`src/rtl/core/jet_pkg.sv`:
```
// Types, constants and helpers for the Julia escape-time pixel block.
// Used by every module in rtl/core; depends on nothing.
package jet_pkg;

   localparam int ROWS     = 1024;
   localparam int COLS     = 1024;
   localparam int POS_W    = 10;
   localparam int Q_W      = 32;
   localparam int FRAC     = 28;
   localparam int LIM_W    = 16;
   localparam int BRIGHT_W = 16;
   localparam int T_W      = LIM_W + 1;
   localparam int MUL_W    = 33;
   localparam int PROD_W   = 2 * MUL_W;
   localparam int ESC_SHIFT = 2 * FRAC + 2;
   localparam int COLOR_W  = 8;
   localparam int CSR_W    = 3;
   localparam int DIV_CNT_W = $clog2(T_W + 1);

   localparam logic [T_W-1:0] T_ONE = T_W'(1) << LIM_W;
   localparam logic [15:0] K_RED   = 16'd2295;
   localparam logic [15:0] K_GREEN = 16'd3825;
   localparam logic [15:0] K_BLUE  = 16'd4335;

   localparam logic signed [PROD_W-1:0] ROWS_DIV = PROD_W'(ROWS);
   localparam logic signed [PROD_W-1:0] COLS_DIV = PROD_W'(COLS);
   localparam logic signed [PROD_W-1:0] Q_MAX =
      {{(PROD_W-Q_W+1){1'b0}}, {(Q_W-1){1'b1}}};
   localparam logic signed [PROD_W-1:0] Q_MIN = ~Q_MAX;

   localparam logic [LIM_W-1:0]    RST_LIMIT  = 16'd256;
   localparam logic [Q_W-1:0]      RST_HALF   = 32'd402653184;
   localparam logic [BRIGHT_W-1:0] RST_BRIGHT = 16'd4096;

   typedef struct packed {
      logic [POS_W-1:0] pixel_row;
      logic [POS_W-1:0] pixel_col;
   } req_type;

   typedef struct packed {
      logic [COLOR_W-1:0] red;
      logic [COLOR_W-1:0] green;
      logic [COLOR_W-1:0] blue;
      logic [LIM_W-1:0]   escape_count;
   } rsp_type;

   typedef enum logic [CSR_W-1:0] {
      CSR_ITERATION_LIMIT  = 3'd0,
      CSR_VIEW_HALF_WIDTH  = 3'd1,
      CSR_VIEW_HALF_HEIGHT = 3'd2,
      CSR_C_REAL           = 3'd3,
      CSR_C_IMAG           = 3'd4,
      CSR_BRIGHTNESS       = 3'd5
   } csr_index_type;

   typedef enum logic [3:0] {
      ST_IDLE,
      ST_MAP_X,
      ST_MAP_Y,
      ST_MAP_DONE,
      ST_IT_XX,
      ST_IT_YY,
      ST_IT_XY,
      ST_IT_UPD,
      ST_DIV_START,
      ST_DIV_WAIT,
      ST_COLOR,
      ST_OUT
   } state_type;

   typedef enum logic [3:0] {
      CS_TT,
      CS_UU,
      CS_T2T,
      CS_T3U,
      CS_RK,
      CS_RB,
      CS_U2T2,
      CS_GK,
      CS_GB,
      CS_U2U,
      CS_U3T,
      CS_BK,
      CS_BB,
      CS_BLUE
   } color_step_type;

   typedef struct packed {
      logic             start;
      logic [LIM_W-1:0] dividend;
      logic [LIM_W-1:0] divisor;
   } div_req_type;

   typedef struct packed {
      logic           done;
      logic [T_W-1:0] quotient;
   } div_rsp_type;

   function automatic logic signed [Q_W-1:0] sat_q(input logic signed [PROD_W-1:0] v);
      logic signed [Q_W-1:0] r;
      if (v > Q_MAX) begin
         r = Q_MAX[Q_W-1:0];
      end else if (v < Q_MIN) begin
         r = Q_MIN[Q_W-1:0];
      end else begin
         r = v[Q_W-1:0];
      end
      return r;
   endfunction

endpackage

```
`src/rtl/core/jet_mul.sv`:
```
// Shared signed multiplier with a registered product.
// Depends on jet_pkg.
module jet_mul (
   input  logic                                clock,
   input  logic signed [jet_pkg::MUL_W-1:0]    mul_a,
   input  logic signed [jet_pkg::MUL_W-1:0]    mul_b,
   output logic signed [jet_pkg::PROD_W-1:0]   mul_prod
);
   import jet_pkg::*;

   logic signed [PROD_W-1:0] prod_ff;
   logic signed [PROD_W-1:0] prod_in;

   assign prod_in  = mul_a * mul_b;
   assign mul_prod = prod_ff;

   always_ff @(posedge clock) begin
      prod_ff <= prod_in;
   end

endmodule

```
`src/rtl/core/jet_div.sv`:
```
// Radix-2 restoring divider: quotient of (dividend << 16) / divisor.
// Dividend must not exceed divisor. Depends on jet_pkg.
module jet_div (
   input  logic                  clock,
   input  logic                  reset,
   input  jet_pkg::div_req_type  div_req,
   output jet_pkg::div_rsp_type  div_rsp
);
   import jet_pkg::*;

   localparam logic [DIV_CNT_W-1:0] DIV_STEPS = DIV_CNT_W'(T_W);
   localparam logic [DIV_CNT_W-1:0] CNT_LAST  = DIV_CNT_W'(1);

   logic                 busy_ff, busy_in;
   logic                 done_ff, done_in;
   logic [LIM_W:0]       rem_ff, rem_in;
   logic [T_W-1:0]       quot_ff, quot_in;
   logic [DIV_CNT_W-1:0] cnt_ff, cnt_in;
   logic                 ge;
   logic [LIM_W:0]       rem_diff;
   logic [LIM_W-1:0]     rem_keep;

   assign ge       = rem_ff >= {1'b0, div_req.divisor};
   assign rem_diff = rem_ff - {1'b0, div_req.divisor};
   assign rem_keep = ge ? rem_diff[LIM_W-1:0] : rem_ff[LIM_W-1:0];

   always_comb begin
      busy_in = busy_ff;
      done_in = 1'b0;
      rem_in  = rem_ff;
      quot_in = quot_ff;
      cnt_in  = cnt_ff;
      if (div_req.start) begin
         busy_in = 1'b1;
         rem_in  = {1'b0, div_req.dividend};
         quot_in = '0;
         cnt_in  = DIV_STEPS;
      end else if (busy_ff) begin
         quot_in = {quot_ff[T_W-2:0], ge};
         rem_in  = {rem_keep, 1'b0};
         cnt_in  = cnt_ff - CNT_LAST;
         if (cnt_ff == CNT_LAST) begin
            busy_in = 1'b0;
            done_in = 1'b1;
         end
      end
   end

   always_ff @(posedge clock) begin
      if (reset) begin
         busy_ff <= 1'b0;
         done_ff <= 1'b0;
      end else begin
         busy_ff <= busy_in;
         done_ff <= done_in;
      end
      rem_ff  <= rem_in;
      quot_ff <= quot_in;
      cnt_ff  <= cnt_in;
   end

   assign div_rsp.done     = done_ff;
   assign div_rsp.quotient = quot_ff;

endmodule

```
`src/rtl/core/julia_escape_time_pixel.sv`:
```
// Julia escape-time pixel: one pixel position in, one coloured result out.
// Depends on jet_pkg, jet_mul and jet_div.
//
// Usage:
//   req_*  : pixel row and column; a word is taken when req_valid is high and
//            req_stall low. req_stall stays high from the accepted word until
//            its result word has been taken, so one pixel is in flight.
//   rsp_*  : red, green, blue and escape_count; the word is held in registers
//            and stays unchanged while rsp_stall is high.
//   csr_*  : register writes, always ready; write only while no pixel is in
//            flight. Index 0..5: limit, half width, half height, c real,
//            c imaginary, brightness. Other indexes are dropped.
// Flow: from accept to result a pixel passes the mapping states, the
//   iteration loop, the divider (skipped with a zero limit) and the colour steps,
//   then waits while rsp_stall is high. The one 33x33 multiplier is shared by the
//   mapping, the iteration (x*x, y*y, x*y, update) and the colour polynomials;
//   the 17-step divider gives count/limit and 14 steps compute the colour.
// Reset: synchronous; returns to idle and loads the default register values.
module julia_escape_time_pixel (
   input  logic                         clock,
   input  logic                         reset,
   input  logic                         req_valid,
   output logic                         req_stall,
   input  jet_pkg::req_type             req_data,
   output logic                         rsp_valid,
   input  logic                         rsp_stall,
   output jet_pkg::rsp_type             rsp_data,
   input  logic                         csr_valid,
   output logic                         csr_ready,
   input  logic [jet_pkg::CSR_W-1:0]    csr_index,
   input  logic [jet_pkg::Q_W-1:0]      csr_data
);
   import jet_pkg::*;

   state_type                 state_ff, state_in;
   color_step_type            step_ff, step_in;

   logic [LIM_W-1:0]          limit_ff, limit_in;
   logic signed [Q_W-1:0]     half_w_ff, half_w_in;
   logic signed [Q_W-1:0]     half_h_ff, half_h_in;
   logic signed [Q_W-1:0]     c_re_ff, c_re_in;
   logic signed [Q_W-1:0]     c_im_ff, c_im_in;
   logic [BRIGHT_W-1:0]       bright_ff, bright_in;

   logic [POS_W-1:0]          row_ff, row_in;
   logic [POS_W-1:0]          col_ff, col_in;
   logic signed [Q_W-1:0]     x_ff, x_in;
   logic signed [Q_W-1:0]     y_ff, y_in;
   logic signed [PROD_W-1:0]  xx_ff, xx_in;
   logic signed [PROD_W-1:0]  yy_ff, yy_in;
   logic [LIM_W-1:0]          count_ff, count_in;
   logic [T_W-1:0]            t_ff, t_in;
   logic [T_W-1:0]            t2_ff, t2_in;
   logic [T_W-1:0]            u2_ff, u2_in;
   logic [COLOR_W-1:0]        red_ff, red_in;
   logic [COLOR_W-1:0]        green_ff, green_in;
   logic [COLOR_W-1:0]        blue_ff, blue_in;

   logic signed [MUL_W-1:0]   mul_a, mul_b;
   logic signed [PROD_W-1:0]  mul_prod;
   div_req_type               div_req;
   div_rsp_type               div_rsp;

   logic [T_W-1:0]            u_val;
   logic [T_W-1:0]            prod_hi;
   logic signed [PROD_W-1:0]  hw_ext, hh_ext, cr_ext, ci_ext;
   logic signed [PROD_W-1:0]  map_x_sum, map_y_sum;
   logic signed [PROD_W-1:0]  diff, xy2, re_sum, im_sum;
   logic [PROD_W-1:0]         esc_sum;
   logic                      it_done;
   logic [COLOR_W-1:0]        sat_28, sat_29;

   jet_mul u_mul (
      .clock    (clock),
      .mul_a    (mul_a),
      .mul_b    (mul_b),
      .mul_prod (mul_prod)
   );

   jet_div u_div (
      .clock   (clock),
      .reset   (reset),
      .div_req (div_req),
      .div_rsp (div_rsp)
   );

   assign u_val   = T_ONE - t_ff;
   assign prod_hi = mul_prod[2*LIM_W:LIM_W];

   assign hw_ext = $signed({{(PROD_W-Q_W){half_w_ff[Q_W-1]}}, half_w_ff});
   assign hh_ext = $signed({{(PROD_W-Q_W){half_h_ff[Q_W-1]}}, half_h_ff});
   assign cr_ext = $signed({{(PROD_W-Q_W){c_re_ff[Q_W-1]}}, c_re_ff});
   assign ci_ext = $signed({{(PROD_W-Q_W){c_im_ff[Q_W-1]}}, c_im_ff});

   assign map_x_sum = mul_prod / ROWS_DIV - hw_ext;
   assign map_y_sum = mul_prod / COLS_DIV - hh_ext;
   assign diff      = xx_ff - yy_ff;
   assign xy2       = mul_prod <<< 1;
   assign re_sum    = (diff >>> FRAC) + cr_ext;
   assign im_sum    = (xy2 >>> FRAC) + ci_ext;

   assign esc_sum = xx_ff + mul_prod;
   assign it_done = (|esc_sum[PROD_W-1:ESC_SHIFT]) || (count_ff >= limit_ff);

   assign sat_28 = (|mul_prod[PROD_W-1:FRAC+COLOR_W]) ? '1 : mul_prod[FRAC+COLOR_W-1:FRAC];
   assign sat_29 = (|mul_prod[PROD_W-1:FRAC+COLOR_W+1]) ? '1 :
                   mul_prod[FRAC+COLOR_W:FRAC+1];

   // next state
   always_comb begin
      state_in = state_ff;
      case (state_ff)
         ST_IDLE: begin
            if (req_valid) begin
               state_in = ST_MAP_X;
            end
         end
         ST_MAP_X:    state_in = ST_MAP_Y;
         ST_MAP_Y:    state_in = ST_MAP_DONE;
         ST_MAP_DONE: state_in = ST_IT_XX;
         ST_IT_XX:    state_in = ST_IT_YY;
         ST_IT_YY:    state_in = ST_IT_XY;
         ST_IT_XY: begin
            state_in = it_done ? ST_DIV_START : ST_IT_UPD;
         end
         ST_IT_UPD:   state_in = ST_IT_XX;
         ST_DIV_START: begin
            state_in = (limit_ff == '0) ? ST_COLOR : ST_DIV_WAIT;
         end
         ST_DIV_WAIT: begin
            if (div_rsp.done) begin
               state_in = ST_COLOR;
            end
         end
         ST_COLOR: begin
            if (step_ff == CS_BLUE) begin
               state_in = ST_OUT;
            end
         end
         ST_OUT: begin
            if (!rsp_stall) begin
               state_in = ST_IDLE;
            end
         end
         default:     state_in = ST_IDLE;
      endcase
   end

   // handshake, multiplier operands and divider start
   always_comb begin
      req_stall        = (state_ff != ST_IDLE);
      rsp_valid        = (state_ff == ST_OUT);
      div_req.start    = (state_ff == ST_DIV_START) && (limit_ff != '0);
      div_req.dividend = count_ff;
      div_req.divisor  = limit_ff;
      mul_a            = '0;
      mul_b            = '0;
      case (state_ff)
         ST_MAP_X: begin
            mul_a = {{(MUL_W-POS_W-1){1'b0}}, row_ff, 1'b0};
            mul_b = {half_w_ff[Q_W-1], half_w_ff};
         end
         ST_MAP_Y: begin
            mul_a = {{(MUL_W-POS_W-1){1'b0}}, col_ff, 1'b0};
            mul_b = {half_h_ff[Q_W-1], half_h_ff};
         end
         ST_IT_XX: begin
            mul_a = {x_ff[Q_W-1], x_ff};
            mul_b = {x_ff[Q_W-1], x_ff};
         end
         ST_IT_YY: begin
            mul_a = {y_ff[Q_W-1], y_ff};
            mul_b = {y_ff[Q_W-1], y_ff};
         end
         ST_IT_XY: begin
            mul_a = {x_ff[Q_W-1], x_ff};
            mul_b = {y_ff[Q_W-1], y_ff};
         end
         ST_COLOR: begin
            case (step_ff)
               CS_TT: begin
                  mul_a = {{(MUL_W-T_W){1'b0}}, t_ff};
                  mul_b = {{(MUL_W-T_W){1'b0}}, t_ff};
               end
               CS_UU: begin
                  mul_a = {{(MUL_W-T_W){1'b0}}, u_val};
                  mul_b = {{(MUL_W-T_W){1'b0}}, u_val};
               end
               CS_T2T: begin
                  mul_a = {{(MUL_W-T_W){1'b0}}, t2_ff};
                  mul_b = {{(MUL_W-T_W){1'b0}}, t_ff};
               end
               CS_T3U: begin
                  mul_a = {{(MUL_W-T_W){1'b0}}, prod_hi};
                  mul_b = {{(MUL_W-T_W){1'b0}}, u_val};
               end
               CS_RK: begin
                  mul_a = {{(MUL_W-T_W){1'b0}}, prod_hi};
                  mul_b = {{(MUL_W-16){1'b0}}, K_RED};
               end
               CS_RB, CS_GB, CS_BB: begin
                  mul_a = {1'b0, mul_prod[Q_W-1:0]};
                  mul_b = {{(MUL_W-BRIGHT_W){1'b0}}, bright_ff};
               end
               CS_U2T2: begin
                  mul_a = {{(MUL_W-T_W){1'b0}}, u2_ff};
                  mul_b = {{(MUL_W-T_W){1'b0}}, t2_ff};
               end
               CS_GK: begin
                  mul_a = {{(MUL_W-T_W){1'b0}}, prod_hi};
                  mul_b = {{(MUL_W-16){1'b0}}, K_GREEN};
               end
               CS_U2U: begin
                  mul_a = {{(MUL_W-T_W){1'b0}}, u2_ff};
                  mul_b = {{(MUL_W-T_W){1'b0}}, u_val};
               end
               CS_U3T: begin
                  mul_a = {{(MUL_W-T_W){1'b0}}, prod_hi};
                  mul_b = {{(MUL_W-T_W){1'b0}}, t_ff};
               end
               CS_BK: begin
                  mul_a = {{(MUL_W-T_W){1'b0}}, prod_hi};
                  mul_b = {{(MUL_W-16){1'b0}}, K_BLUE};
               end
               default: begin
                  mul_a = '0;
                  mul_b = '0;
               end
            endcase
         end
         default: begin
            mul_a = '0;
            mul_b = '0;
         end
      endcase
   end

   // datapath and register file
   always_comb begin
      limit_in  = limit_ff;
      half_w_in = half_w_ff;
      half_h_in = half_h_ff;
      c_re_in   = c_re_ff;
      c_im_in   = c_im_ff;
      bright_in = bright_ff;
      row_in    = row_ff;
      col_in    = col_ff;
      x_in      = x_ff;
      y_in      = y_ff;
      xx_in     = xx_ff;
      yy_in     = yy_ff;
      count_in  = count_ff;
      t_in      = t_ff;
      t2_in     = t2_ff;
      u2_in     = u2_ff;
      step_in   = step_ff;
      red_in    = red_ff;
      green_in  = green_ff;
      blue_in   = blue_ff;

      if (csr_valid && csr_ready) begin
         case (csr_index_type'(csr_index))
            CSR_ITERATION_LIMIT:  limit_in  = csr_data[LIM_W-1:0];
            CSR_VIEW_HALF_WIDTH:  half_w_in = csr_data;
            CSR_VIEW_HALF_HEIGHT: half_h_in = csr_data;
            CSR_C_REAL:           c_re_in   = csr_data;
            CSR_C_IMAG:           c_im_in   = csr_data;
            CSR_BRIGHTNESS:       bright_in = csr_data[BRIGHT_W-1:0];
            default:              limit_in  = limit_ff;
         endcase
      end

      case (state_ff)
         ST_IDLE: begin
            row_in = req_data.pixel_row;
            col_in = req_data.pixel_col;
         end
         ST_MAP_Y: begin
            x_in = sat_q(map_x_sum);
         end
         ST_MAP_DONE: begin
            y_in     = sat_q(map_y_sum);
            count_in = '0;
         end
         ST_IT_YY: begin
            xx_in = mul_prod;
         end
         ST_IT_XY: begin
            yy_in = mul_prod;
         end
         ST_IT_UPD: begin
            x_in     = sat_q(re_sum);
            y_in     = sat_q(im_sum);
            count_in = count_ff + LIM_W'(1);
         end
         ST_DIV_START: begin
            t_in    = '0;
            step_in = CS_TT;
         end
         ST_DIV_WAIT: begin
            if (div_rsp.done) begin
               t_in = div_rsp.quotient;
            end
         end
         ST_COLOR: begin
            if (step_ff != CS_BLUE) begin
               step_in = color_step_type'(step_ff + 4'd1);
            end
            case (step_ff)
               CS_UU:   t2_in    = prod_hi;
               CS_T2T:  u2_in    = prod_hi;
               CS_U2T2: red_in   = sat_28;
               CS_U2U:  green_in = sat_28;
               CS_BLUE: blue_in  = sat_29;
               default: t2_in    = t2_ff;
            endcase
         end
         default: begin
            row_in = row_ff;
         end
      endcase
   end

   always_ff @(posedge clock) begin
      if (reset) begin
         state_ff  <= ST_IDLE;
         limit_ff  <= RST_LIMIT;
         half_w_ff <= RST_HALF;
         half_h_ff <= RST_HALF;
         c_re_ff   <= '0;
         c_im_ff   <= '0;
         bright_ff <= RST_BRIGHT;
      end else begin
         state_ff  <= state_in;
         limit_ff  <= limit_in;
         half_w_ff <= half_w_in;
         half_h_ff <= half_h_in;
         c_re_ff   <= c_re_in;
         c_im_ff   <= c_im_in;
         bright_ff <= bright_in;
      end
      step_ff  <= step_in;
      row_ff   <= row_in;
      col_ff   <= col_in;
      x_ff     <= x_in;
      y_ff     <= y_in;
      xx_ff    <= xx_in;
      yy_ff    <= yy_in;
      count_ff <= count_in;
      t_ff     <= t_in;
      t2_ff    <= t2_in;
      u2_ff    <= u2_in;
      red_ff   <= red_in;
      green_ff <= green_in;
      blue_ff  <= blue_in;
   end

   assign csr_ready = 1'b1;

   assign rsp_data.red          = red_ff;
   assign rsp_data.green        = green_ff;
   assign rsp_data.blue         = blue_ff;
   assign rsp_data.escape_count = count_ff;

endmodule

```
`config.mk`:
```
export PLATFORM = sky130hd
export DESIGN_NAME = julia_escape_time_pixel
export DESIGN_NICKNAME = d
export VERILOG_FILES = /design/src/rtl/core/jet_pkg.sv /design/src/rtl/core/jet_mul.sv /design/src/rtl/core/jet_div.sv /design/src/rtl/core/julia_escape_time_pixel.sv
export SDC_FILE = /design/constraint.sdc
export NUM_CORES = 2
export LEC_CHECK = 0
export BUFFER_PORTS_ARGS = -buffer_cell sky130_fd_sc_hd__buf_2
export CAP_MARGIN = 20
export CORE_MARGIN = 2
export CORE_UTILIZATION = 55
export DETAILED_ROUTE_END_ITERATION = 7
export HOLD_SLACK_MARGIN = 0.03
export PLACE_DENSITY = 0.71
export SLEW_MARGIN = 20
export SYNTH_ARGS = -nofsm -noshare
export SYNTH_HDL_FRONTEND = slang
export SYNTH_HIERARCHICAL = 1
export SYNTH_SLANG_ARGS = --single-unit
```
`constraint.sdc`:
```
create_clock -name clock -period 12.9 [get_ports clock]
set_input_delay 1.29 -clock clock [delete_from_list [all_inputs] [get_ports clock]]
set_output_delay 1.29 -clock clock [all_outputs]
set_load 0.1 [all_outputs]
```
Word level (Yosys, flattened, before mapping)
Index checks and enable logic that the tools add are counted.
{"block": "totals", "romBits": 0, "latch_bits": 0, "output_inout_bits": 43, "ram_bits": 0, "register_bits": 582, "memories": 0, "wordCells": 163, "inputBits": 60}
{"block": "op_classes", "multipliers": 1, "n_lt_le_gt_ge": 10, "n_mux": 34, "n_reduce_logical": 40, "div": 0, "n_addsub": 12, "eq_ne": 36, "bitwise": 2, "shift": 0}
{"cell": "one-hot mux 33 bit (5 select lines)", "count": 2}
{"cell": "2-to-1 mux 32 bit", "count": 8}
{"cell": "one-hot mux 32 bit (6 select lines)", "count": 1}
{"cell": "greater-than comparator 66 x 32 -> 1 bit, second input constant", "count": 2}
{"cell": "less-than comparator 66 x 32 -> 1 bit, second input constant", "count": 2}
{"cell": "subtractor 66 x 32 -> 66 bit", "count": 2}
{"cell": "one-hot mux 32 bit (2 select lines)", "count": 2}
{"cell": "one-hot mux 17 bit (7 select lines)", "count": 1}
{"cell": "adder 38 x 32 -> 39 bit", "count": 2}
{"cell": "greater-than comparator 39 x 32 -> 1 bit, second input constant", "count": 2}
{"cell": "less-than comparator 39 x 32 -> 1 bit, second input constant", "count": 2}
{"cell": "adder 66 x 1 -> 66 bit", "count": 1}
{"cell": "adder 66 bit", "count": 1}
{"cell": "multiplier 33 x 33 -> 66 bit", "count": 1}
{"cell": "subtractor 66 bit", "count": 1}
{"cell": "2-to-1 mux 16 bit", "count": 3}
{"cell": "one-hot mux 4 bit (11 select lines)", "count": 1}
{"cell": "equality test 4 bit, second input constant", "count": 10}
{"cell": "one-hot mux 17 bit (2 select lines)", "count": 1}
{"cell": "equality test 4 x 3 -> 1 bit, second input constant", "count": 8}
{"cell": "one-hot mux 16 bit (2 select lines)", "count": 1}
{"cell": "OR reduction 30 bit", "count": 1}
{"cell": "OR reduction 29 bit", "count": 1}
{"cell": "AND reduction 2 bit", "count": 13}
{"cell": "38 further kinds", "count": 66}

Longest topological paths before layout
{"block": "logic_depth", "ltp_word": 8, "depth_mapped": 40, "mapped_depth_nobuf": 38}

Hierarchy
Netlist, hierarchy kept.
{"mod": "jet_mul", "seq_area_each_um2": 1321.3, "n_inst": 1, "cells_per_inst": 4359, "area_per_inst_um2": 40558.9}
{"mod": "julia_escape_time_pixel", "seq_area_each_um2": 12622.1, "n_inst": 1, "cells_per_inst": 4806, "area_per_inst_um2": 39994.6}
{"mod": "jet_div", "seq_area_each_um2": 980.9, "n_inst": 1, "cells_per_inst": 298, "area_per_inst_um2": 2751.4}

Worst setup path before layout
Ideal clock, no wire load.
{"block": "synth_timing", "path_type": "reg2reg", "startpoint": "register state_ff[3]", "endpoint": "register u_mul.prod_ff[58], in the netlist u_mul/mul_prod[58]", "arrival_ns": 10.429, "setup_ns": 0.062, "required_time_ns": 12.838, "period_less_slack_ns": 10.491, "path_slack_ns": 2.409, "stages_incl_launch_ff": 34, "path_buffers": 4, "path_cell_list": "dfxtp_1 > clkbuf_1 > inv_1 > nand2_1 > nor2_1 > clkbuf_1 > a22oi_1 > o21ai_0 > clkbuf_1 > nand2_1 > fa_1 > inv_1 > fa_1 > fa_1 > inv_1 > fa_1 > fa_1 > inv_1 > fa_1 > fa_1 > inv_1 > fa_1 > inv_1 > ha_1 > clkbuf_2 > nand2_1 > nor2_2 > nand4_1 > a211o_1 > a211oi_2 > o21ai_2 > o221a_4 > or4b_1 > nand3_1"}
{"block": "synth_via", "elab_chain_len": 4, "elab_cells_between_ends": 11, "cone_classes": "1 x mul; 6 x eq/ne; 2 x mux; 2 x reduce/logical"}
{"item": "start: declaration", "line_no": "julia_escape_time_pixel.sv:35", "text": "state_type state_ff, state_in;"}
{"item": "start signal: assignment", "line_no": "julia_escape_time_pixel.sv:334", "text": "state_ff <= state_in;"}
{"item": "equality test 4 x 3 -> 1 bit", "line_no": "julia_escape_time_pixel.sv:158", "text": "case (state_ff)"}
{"item": "OR reduction 2 bit (no line)"}
{"item": "one-hot mux 33 bit (5 select lines) (*)", "line_no": "julia_escape_time_pixel.sv:158"}
{"item": "named net mul_a[15]", "line_no": "julia_escape_time_pixel.sv:59", "text": "logic signed [MUL_W-1:0] mul_a, mul_b;"}
{"item": "multiplier 33 x 33 -> 66 bit (*)", "line_no": "jet_mul.sv:14", "text": "assign prod_in = mul_a * mul_b;"}
{"item": "named net u_mul.prod_in[58]", "line_no": "jet_mul.sv:12", "text": "logic signed [PROD_W-1:0] prod_in;"}
{"item": "end signal: assignment", "line_no": "jet_mul.sv:18", "text": "prod_ff <= prod_in;"}
{"item": "end: declaration", "line_no": "jet_mul.sv:11", "text": "logic signed [PROD_W-1:0] prod_ff;"}
Mark *: on every way through the listed nets, which the timed path passes. The rest lies on a longest branch.
A chain may end at the register's enable or synchronous reset.

Worst setup path after layout
{"block": "layout_timing", "startpoint": "register t_ff[0]", "endpoint": "register u_mul.prod_ff[63], in the netlist u_mul/mul_prod[63]"}
{"block": "layout_via", "elab_chain_len": 4, "elab_cells_between_ends": 6, "cone_classes": "1 x add/sub; 1 x mul; 4 x mux"}
{"item": "start: declaration", "line_no": "julia_escape_time_pixel.sv:52", "text": "logic [T_W-1:0] t_ff, t_in;"}
{"item": "start signal: assignment", "line_no": "julia_escape_time_pixel.sv:350", "text": "t_ff <= t_in;"}
{"item": "subtractor 17 bit", "line_no": "julia_escape_time_pixel.sv:87", "text": "assign u_val = T_ONE - t_ff;"}
{"item": "one-hot mux 17 bit (7 select lines)", "line_no": "julia_escape_time_pixel.sv:180", "text": "case (step_ff)"}
{"item": "one-hot mux 33 bit (5 select lines)", "line_no": "julia_escape_time_pixel.sv:158"}
{"item": "named net mul_b[14]", "line_no": "julia_escape_time_pixel.sv:59"}
{"item": "multiplier 33 x 33 -> 66 bit", "line_no": "jet_mul.sv:14"}
{"item": "named net u_mul.prod_in[63]", "line_no": "jet_mul.sv:12"}
The timed path passes the listed nets, and every way through them passes these cells.

==> out/summary.txt <==
Final net count - 11,140
CORE AREA - 0.150 mm^2
Post-Route Setup TNS - 0 ps
WP data required - 13,480 ps
Mapped Cells - 9,463
DR pass1 iterations - 8
Syn_area_per_cell - 8.80 um^2
Fmax - 0.0878 GHz
Worst setup margin - 1510 ps
Pin count of the biggest net entering global routing - 101
Ys flop type - edfxtp_1
H-tree depth - 3
DR WL/cell - 25.7 um
Sw frac - 50.1%
Root buffer cell - clkbuf_16
Dpl hpwl - 231,000 um
CP Launch Type - register
Row cnt - 142
Max_slew headroom - 21.4%
Fillers - 13,322
P_sw - 6.03 mW
Synth top area share - 27.6%
LEAKAGE - 42.2 nW
CTS tree - yes
Crit path top cell by count - fa_1
Crit. End Element - register
Register Area - 0.0149 mm^2
Pwr dens - 136 mW/mm^2
Antenna Nets Post-Route - 0
Hold_buf cts - 0
Initial core utilization - 55.5%
CTS Buffer Depth - 3
Slowest cell on crit path - fa_1
Post-CTS resize count - 0
Max IR drop VDD - 217 uV
Max_cap viols - 0
Global-route wire length before repair - 446,000 um
Initial antenna violation count - 15
Chip Height - 393 um
# Post-CTS Setup Buffers - 0
Area delta synth->final - 5.92%
Failing checks - DRC
Internal Power - 6.01 mW
CP Max Fanout - 33
RSZ-0062 raised after global routing - no
Synthesized Nets - 11,267
Total track usage - 38.5%
DR DRC count - 29
DR vias - 70,953
Top cells by area, synth - fa_1, edfxtp_1, ha_1, inv_1, dfxtp_1
Vias in the first global route - 71,055
Critical Path Max Stage Delay - 920 ps
Slew @ Worst Pin - 1170 ps
Final Setup Violations - 0
Register area share after synthesis - 17.9%
Die width - 393 um
Num CTS Buffers - 68
Count of final max-slew check failures - 0
Run status - finished with violations
Worst hold path type - register to register
Worst path arrival time - 11,980 ps
Syn. warnings - 6
Area taken by multi-input logic gates - 0.0611 mm^2
Die ar. - 0.155 mm^2
Hold Path Origin - c_re_ff[20]
Initial drt markers - 8,199
Sink Count - 582
Flop pwr share - 20.8%
Crit path time final - 11,390 ps
Worst-Skew Late Latency - 690 ps
R2r startpoint - t_ff[0]
Setup slack at placement - 1620 ps
Gr ovfl total - 0
Max Clock Skew - 45.7 ps
Crit Path Class - register to register
Async SR Flop Fraction - 0%
Final Cycle Share - 88.3%
I/O pins - 103
Share of layout cells above drive strength 1 - 5.78%
Post-synth EDFFs - 327
Biggest area consumer among synthesized cells - fa_1
Vias per cell - 6.22
Yosys reg bits - 582
Clk pwr share - 17.2%
Synth cell types - 122
Post-Syn Area - 0.0833 mm^2
CP startpoint - t_ff[0]
Final count of hold timing violations - 0
Post-Route WL - 294,000 um
Clock slew at reported path FFs - 60 ps
IO Port Bufs - 101
Combinational fraction of design power - 62.0%
RePlAce Congestion - 1.04
-- area by class of cell --
cell class	instances	area share, %
multi-input cells	6958	69.3
flip-flops and latches	582	16.9
inverters	1438	6.12
well taps	2016	2.86
repair buffers	288	2.17
clock buffers	86	2.15
clock inverters	39	0.485
diodes	5	0.0142
-- logic make-up (layout without fill, tap and decap cells) --
kind of cell	count (synthesis)	count (layout)	synth area share (%)
xor+xnor	373	373	3.93
compound gates	1866	1866	15.0
other cells	1	6	0.00450
simple gates	2946	2946	17.2
buf+inv	1923	1851	8.98
fa+ha+maj	1744	1744	36.6
mux	28	28	0.339
flops	582	582	17.9
-- cell usage after synthesis, types with 17 or more instances --
| library cell | number |
|---|---|
| inv_1 | 1437 |
| nand2_1 | 1300 |
| fa_1 | 1150 |
| and2_1 | 611 |
| a21oi_1 | 596 |
| ha_1 | 594 |
| clkbuf_1 | 390 |
| edfxtp_1 | 327 |
| nor2_1 | 312 |
| o21ai_0 | 264 |
| dfxtp_1 | 255 |
| xnor2_1 | 236 |
| a21o_1 | 227 |
| nand4_1 | 141 |
| xor2_1 | 136 |
| nand3_1 | 129 |
| nor3_1 | 106 |
| and3_1 | 84 |
| a222oi_1 | 66 |
| a31oi_1 | 58 |
| o211ai_1 | 55 |
| o21bai_1 | 52 |
| a211oi_1 | 50 |
| nand2b_1 | 47 |
| nor4_1 | 46 |
| a221oi_1 | 45 |
| buf_2 | 45 |
| o21a_1 | 42 |
| o21ai_1 | 38 |
| nor2b_1 | 35 |
| a32oi_1 | 31 |
| o31ai_1 | 30 |
| o2bb2ai_1 | 29 |
| or3_1 | 28 |
| mux2i_1 | 26 |
| a21boi_0 | 25 |
| and4_1 | 23 |
| buf_4 | 23 |
| a211o_1 | 20 |
| a221o_1 | 17 |
-- stage by stage --
stage / hold slack, ps / instance area [um^2] / std cells / util [%] / total power, mW
floorplan: 424 / 83300 / 9463 / - / 7.40
global placement: 447 / 85900 / 11280 / 57.2 / 9.62
detailed placement: 454 / 85900 / 11280 / 57.2 / 9.67
CTS: 462 / 88200 / 11405 / 58.7 / 11.8
global route: 478 / 88200 / 11407 / 58.8 / 12.6
finish: 462 / 88200 / 11412 / 58.8 / 12.0
-- layout by cell type, fill, tap and decap left out, types with 25 or more instances in the layout --
master / synthesis / final
a211oi_1: 50 / 49
a21boi_0: 25 / 25
a21o_1: 227 / 227
a21oi_1: 596 / 594
a221oi_1: 45 / 45
a222oi_1: 66 / 66
a31oi_1: 58 / 57
a32oi_1: 31 / 31
and2_1: 611 / 609
and3_1: 84 / 84
buf_2: 45 / 100
buf_4: 23 / 186
clkbuf_16: 0 / 73
dfxtp_1: 255 / 255
edfxtp_1: 327 / 327
fa_1: 1150 / 1149
ha_1: 594 / 594
inv_1: 1437 / 1434
mux2i_1: 26 / 26
nand2_1: 1300 / 1298
nand2b_1: 47 / 47
nand3_1: 129 / 129
nand4_1: 141 / 141
nor2_1: 312 / 306
nor2b_1: 35 / 34
nor3_1: 106 / 99
nor4_1: 46 / 45
o211ai_1: 55 / 55
o21a_1: 42 / 42
o21ai_0: 264 / 248
o21ai_1: 38 / 38
o21ai_2: 11 / 25
o21bai_1: 52 / 52
o2bb2ai_1: 29 / 29
o31ai_1: 30 / 30
or3_1: 28 / 28
xnor2_1: 236 / 235
xor2_1: 136 / 136
-- power by group through the flow --
stage	Clock (mW)	Combinational (mW)	Sequential, mW
global placement	0	7.09	2.53
detailed placement	0	7.14	2.53
floorplan	0	4.91	2.49
global route	2.14	7.94	2.51
finish	2.07	7.46	2.51
CTS	2.07	7.19	2.50
-- worst paths after layout --
check,to,slack (ps),cells after the start
hold reg to reg,c_re_ff[20],460,2
setup reg to reg,u_mul/mul_prod[63],1510,35
setup / recovery,u_mul/mul_prod[63],1510,35
hold / removal,c_re_ff[20],460,2
-- layer usage --
| metal | track usage (%) | part of all wire, % | vias up |
|---|---|---|---|
| li1 | - | - | 31131 |
| met1 | 53.2 | 41 | 35208 |
| met2 | 56.1 | 42 | 3896 |
| met3 | 9.43 | 11 | 710 |
| met4 | 19.3 | 6.0 | 8 |
| met5 | 0.0957 | 0.022 | - |
-- worst max-delay path, delay by kind of cell (launching register included) --
family          cells  cell delay, ps
compound gates      8            1520
xor+xnor            1             290
fa+ha+maj          10            5240
buf+inv             6            1280
flops               1             460
simple gates       10            2460
-- sequential cells by signal, indices dropped and copies added (netlist names), 10 cells and up --
| name | count |
|---|---|
| yy_ff | 66 |
| t_ff | 17 |
| u_div/quot_ff | 17 |
| u_div/rem_ff | 17 |
| row_ff | 10 |
| half_w_ff | 32 |
| y_ff | 32 |
| xx_ff | 66 |
| bright_ff | 16 |
| half_h_ff | 32 |
| u2_ff | 17 |
| count_ff | 16 |
| t2_ff | 17 |
| x_ff | 32 |
| col_ff | 10 |
| u_mul/mul_prod | 66 |
| c_re_ff | 32 |
| limit_ff | 16 |
| c_im_ff | 32 |
Power figures use the tool's default switching activity.
